## src/rtl/sample_mean_rms_amplitude_assert.svh

```systemverilog
// assertion macros for the sample statistics block
`ifndef SAMPLE_MEAN_RMS_AMPLITUDE_ASSERT_SVH
`define SAMPLE_MEAN_RMS_AMPLITUDE_ASSERT_SVH

`define SMRA_ASSERT_IMP(label, clk, rstn, ante, cons) \
    label: assert property (@(posedge clk) disable iff (!rstn) (ante) |-> (cons)) \
        else $error("assertion failed");

`define SMRA_ASSERT_NXT(label, clk, rstn, ante, cons) \
    label: assert property (@(posedge clk) disable iff (!rstn) (ante) |=> (cons)) \
        else $error("assertion failed");

`endif

```

## src/rtl/smra_div.sv

```systemverilog
// restoring divider, one quotient bit per cycle
`timescale 1ns / 1ps
module smra_div #(
    parameter int NUM_W = 36,
    parameter int DEN_W = 11
) (
    input  logic             aclk,
    input  logic             aresetn,
    input  logic             start,
    input  logic [NUM_W-1:0] numer,
    input  logic [DEN_W-1:0] denom,
    output logic             done,
    output logic [NUM_W-1:0] quot
);
    localparam int STEP_W = $clog2(NUM_W + 1);

    logic [NUM_W-1:0]  num_reg;
    logic [DEN_W-1:0]  den_reg;
    logic [DEN_W-1:0]  rem_reg;
    logic [STEP_W-1:0] step_reg;
    logic              busy_reg;
    logic              done_reg;
    logic [DEN_W:0]    shifted;
    logic              fits;

    assign shifted = {rem_reg, num_reg[NUM_W-1]};
    assign fits    = shifted >= {1'b0, den_reg};

    always_ff @(posedge aclk) begin
        if (!aresetn) begin
            busy_reg <= 1'b0;
            done_reg <= 1'b0;
            step_reg <= '0;
        end else begin
            done_reg <= 1'b0;
            if (start) begin
                busy_reg <= 1'b1;
                step_reg <= '0;
                num_reg  <= numer;
                den_reg  <= denom;
                rem_reg  <= '0;
            end else if (busy_reg) begin
                rem_reg  <= fits ? DEN_W'(shifted - {1'b0, den_reg}) : shifted[DEN_W-1:0];
                num_reg  <= {num_reg[NUM_W-2:0], fits};
                step_reg <= step_reg + 1'b1;
                if (step_reg == STEP_W'(NUM_W - 1)) begin
                    busy_reg <= 1'b0;
                    done_reg <= 1'b1;
                end
            end
        end
    end

    assign done = done_reg;
    assign quot = num_reg;
endmodule
```

## config.mk

```make
export PLATFORM = sky130hd
export DESIGN_NAME = smra_div
export DESIGN_NICKNAME = d
export VERILOG_FILES = /design/src/rtl/sample_mean_rms_amplitude_assert.svh /design/src/rtl/smra_div.sv
export SDC_FILE = /design/constraint.sdc
export NUM_CORES = 1
export LEC_CHECK = 0
export ABC_CLOCK_PERIOD_IN_PS = 2200
export BUFFER_PORTS_ARGS = -buffer_cell sky130_fd_sc_hd__buf_2
export CORE_UTILIZATION = 41
export DETAILED_ROUTE_END_ITERATION = 12
export HOLD_SLACK_MARGIN = 0.02
export PLACE_DENSITY = 0.67
export SLEW_MARGIN = 20
export SYNTH_ARGS = -nofsm -noshare
export SYNTH_HDL_FRONTEND = slang
export SYNTH_SLANG_ARGS = --single-unit
```

## constraint.sdc

```tcl
create_clock -name aclk -period 2.2 [get_ports aclk]
set_input_delay 0.22 -clock aclk [delete_from_list [all_inputs] [get_ports aclk]]
set_output_delay 0.22 -clock aclk [all_outputs]
set_load 0.01 [all_outputs]
```

==> impl_metrics.csv <==
group,metric,value,unit
clock_tree,clkTransAtPathRegs,70,ps
sta,hold_viol,0,
pwr,cellPowerDensity,776,nW/um^2
logic_synthesis,synth.net_count,299,
placed_design,place_hpwl,4.90,mm
clock_tree,cts_max_level,3,
logic_synthesis,synth_largest_area_cell,"edfxtp_1",
sta,fin_worst_skew,10.5,ps
cells_and_area,layout_commonest_cell,"buf_2",
logic_synthesis,synth_top_family_by_area,"multiplexers",
worst_setup_path,max_stage_delay,400,ps
floorplanning,rows,32,
logic_synthesis,ys_seq_area_share,58.7,%
pwr,total_leakage_power,1.75,nW
sta,relSlewSlack,66.4,%
detailed_routing,viasPerCell,4.91,
detailed_routing,drt_pass1_iterations,9,
worst_setup_path,cp_data_required_time,2390,ps
logic_synthesis,synth_simple_gate_area_share,7.30,%
cells_and_area,regArea,1900,sq um
worst_setup_path,crit_type,"reg -> reg",
sta,fin_ws,-75.7,ps
sta,hold_slack,58.3,ps
floorplanning,die_h,90.9,um
logic_synthesis,ys_top_cells_by_area,"edfxtp_1, mux2_2, dfxtp_1",
detailed_routing,drtIter0Drc,77,
clock_tree,clk_latency,340,ps
clock_tree,numCtsBuffers,9,
logic_synthesis,synth_cells,236,
floorplanning,core,7690,sq um
pwr,power.ir.vdd_worst,517,uV
global_routing,grt_pass1_wl,10.6,mm
cells_and_area,layout_common_cells,"buf_2, edfxtp_1, mux2_2",
logic_synthesis,synth_compound_area_share,8.22,%
worst_setup_path,worst_setup_path_start_kind,"register",
job,maxCapViolCount,0,
cells_and_area,num-nets-final,412,
logic_synthesis,synth_cell_type_count,38,
logic_synthesis,yosys-mux-area-fraction,14.7,%
hold_path,whs_path_depth,1,
cells_and_area,n_fill_cell,658,
placed_design,dp_worst_setup_slack,-103,ps
detailed_routing,routed_wirelength,6.84,mm
cells_and_area,drive_gt1_share,51.4,%
detailed_routing,ant_nets,0,
floorplanning,die-area,8260,sq um
logic_synthesis,synthXorXnorAreaFrac,2.70,%
cells_and_area,fin_area,4260,sq um
sta,fin_crit_sh,103,%
logic_synthesis,syn_area,3240,sq um
hold_path,hp-class,"in -> reg",
sta,rsz0062_at_grt,"yes",
worst_setup_path,worstReg2RegEnd,"rem_reg[3]$_SDFFCE_PP0P_",
cells_and_area,fin_util,55.4,%
sta,fin_crit,2280,ps
placed_design,gp_congestion,0.813,
cells_and_area,antennaDiodeCount,0,
logic_synthesis,yosys_warnings,0,
placed_design,port-buffer-count,86,
hold_path,worstHoldEndpoint,"den_reg[9]$_DFFE_PP_",
worst_setup_path,crit_chain,"buf_4 > fa_2 > nand2b_4 > a21o_4 > a21oi_4 > o21ai_4 > buf_6 > a211o_1 > a21oi_2",
detailed_routing,vias,2237,
global_routing,grt_max_degree,52,
run_status,status,"finished, violations left",
cells_and_area,areaGrowthSynthToFinish,31.3,%
logic_synthesis,avgSynthCellArea,13.7,sq um
clock_tree,postCtsHoldBufs,0,
run_status,violations,"negative setup slack",
logic_synthesis,yosys.area.top_type_share,53.7,%
worst_setup_path,cp-end-kind,"register",
clock_tree,cts-root-buf,"clkbuf_8",
detailed_routing,drt-wirelength-per-cell,15.0,um
hold_path,hold_start,"denom[9]",
placed_design,placed_area,3960,sq um
global_routing,overflow,0,
sta,fmax,439,MHz
logic_synthesis,ys_ff_latch,66,
clock_tree,clock_path_buffers,2,
sta,finalSetupViolCount,3,
floorplanning,die_w,90.9,um
cells_and_area,multi_input_area,1320,sq um
global_routing,track_usage,17.0,%
worst_setup_path,ff2ff_path_depth,9,
worst_setup_path,r2r_slack,-80,ps
worst_setup_path,critPathBufInv,2,
sta,tns,-149,ps
worst_setup_path,crit_family,"compound AO/OA/AOI/OAI gates",
clock_tree,numClockSinks,66,
detailed_routing,drc_errors,0,
sta,worstMarginPinSlew,503,ps
clock_tree,cts_tree,"done",
worst_setup_path,critPathMaxFanout,6,
sta,slew_violations,0,
worst_setup_path,reg2reg_from,"den_reg[1]$_DFFE_PP_",
worst_setup_path,cp-startpoint,"den_reg[1]$_DFFE_PP_",
global_routing,first_global_vias,2217,
floorplanning,io_pins,87,
cells_and_area,largest_reg_flops,36,
logic_synthesis,synth_fa_ha_area_share,5.25,%
floorplanning,initial_core_util,42.2,%
global_routing,antenna_found_initial,0,
worst_setup_path,critPathArrivalTime,2470,ps
worst_setup_path,cp_slowest_cell,"edfxtp_1",
==> worst max path at each step <==
stage                           endpoint  slack, ps  cells past startpoint
2_1_floorplan  rem_reg[10]$_SDFFCE_PP0P_        -60                      9
3_3_place_gp    rem_reg[6]$_SDFFCE_PP0P_        -40                     10
3_5_place_dp    rem_reg[9]$_SDFFCE_PP0P_       -100                      9
4_1_cts        rem_reg[10]$_SDFFCE_PP0P_        -70                      8
5_1_grt        rem_reg[10]$_SDFFCE_PP0P_       -160                      8
6_report        rem_reg[3]$_SDFFCE_PP0P_        -80                      9
==> repair_timing <==
item	4_1_cts	5_1_grt
endpoints found under the setup margin	10	11
gates resized for setup	7	8
setup buffers	2	2
pin swaps	6	7
==> synthesized netlist by cell type (all sizes together) <==
cell     count
a21boi       1
a21o         4
nor2b        3
buf          1
nor3         3
o31a         1
nand3b       1
nand2        7
a21oi        7
and2b        1
nand3        1
mux2        37
a211oi       1
mux2i        6
nand2b       3
xor2         3
clkbuf       7
a22o         1
o41ai        1
ha          12
fa           1
or3          1
inv         17
and4b        2
xnor2        7
o21ai        7
nor2        20
dfxtp        8
a32o         1
a2111oi      1
o21a         5
a211o        1
nand4        4
o211ai       2
edfxtp      58
==> stage by stage <==
| stage | instances | total power [mW] |
|---|---|---|
| after floorplan | 236 | 2.00 |
| after global placement | 436 | 2.24 |
| after detailed placement | 436 | 2.26 |
| after CTS | 454 | 3.29 |
| after global routing | 456 | 3.45 |
| final | 456 | 3.30 |
==> cell families (layout without fill, tap and decap cells) <==
logic type / Yosys count / count (layout)
xor gates and xnor gates: 10 / 10
AOI/OAI and AO/OA: 33 / 33
buffers and inverters: 25 / 143
adders and majority gates: 13 / 13
muxes: 43 / 43
DFF: 66 / 66
and+or+nand+nor: 46 / 46
==> power by group <==
part	leakage (nW)	switching [mW]	internal, mW
registers	0.619	0.0469	1.48
logic	1.04	0.367	0.412
clock network	0.0931	0.481	0.519
==> cell type report <==
| cell class | count | share of cell area [%] |
|---|---|---|
| timing repair buffer | 110 | 15.2 |
| tap | 102 | 3.00 |
| multi-input combinational | 145 | 31.1 |
| sequential | 66 | 44.7 |
| inverter | 17 | 1.50 |
| clock buffer | 9 | 2.91 |
| clock inverter | 7 | 1.59 |
==> metal layers <==
metal  vias to the layer above  global-route usage, %  share of wire (%)
met1                      1058                   20.2                 43
met4                         0                   8.60                2.9
li1                       1097                      -                  -
met2                        65                   28.0                 50
met5                         -                      0                  0
met3                        17                   4.88                4.1
No activity file was read; power rests on OpenSTA's default activity.
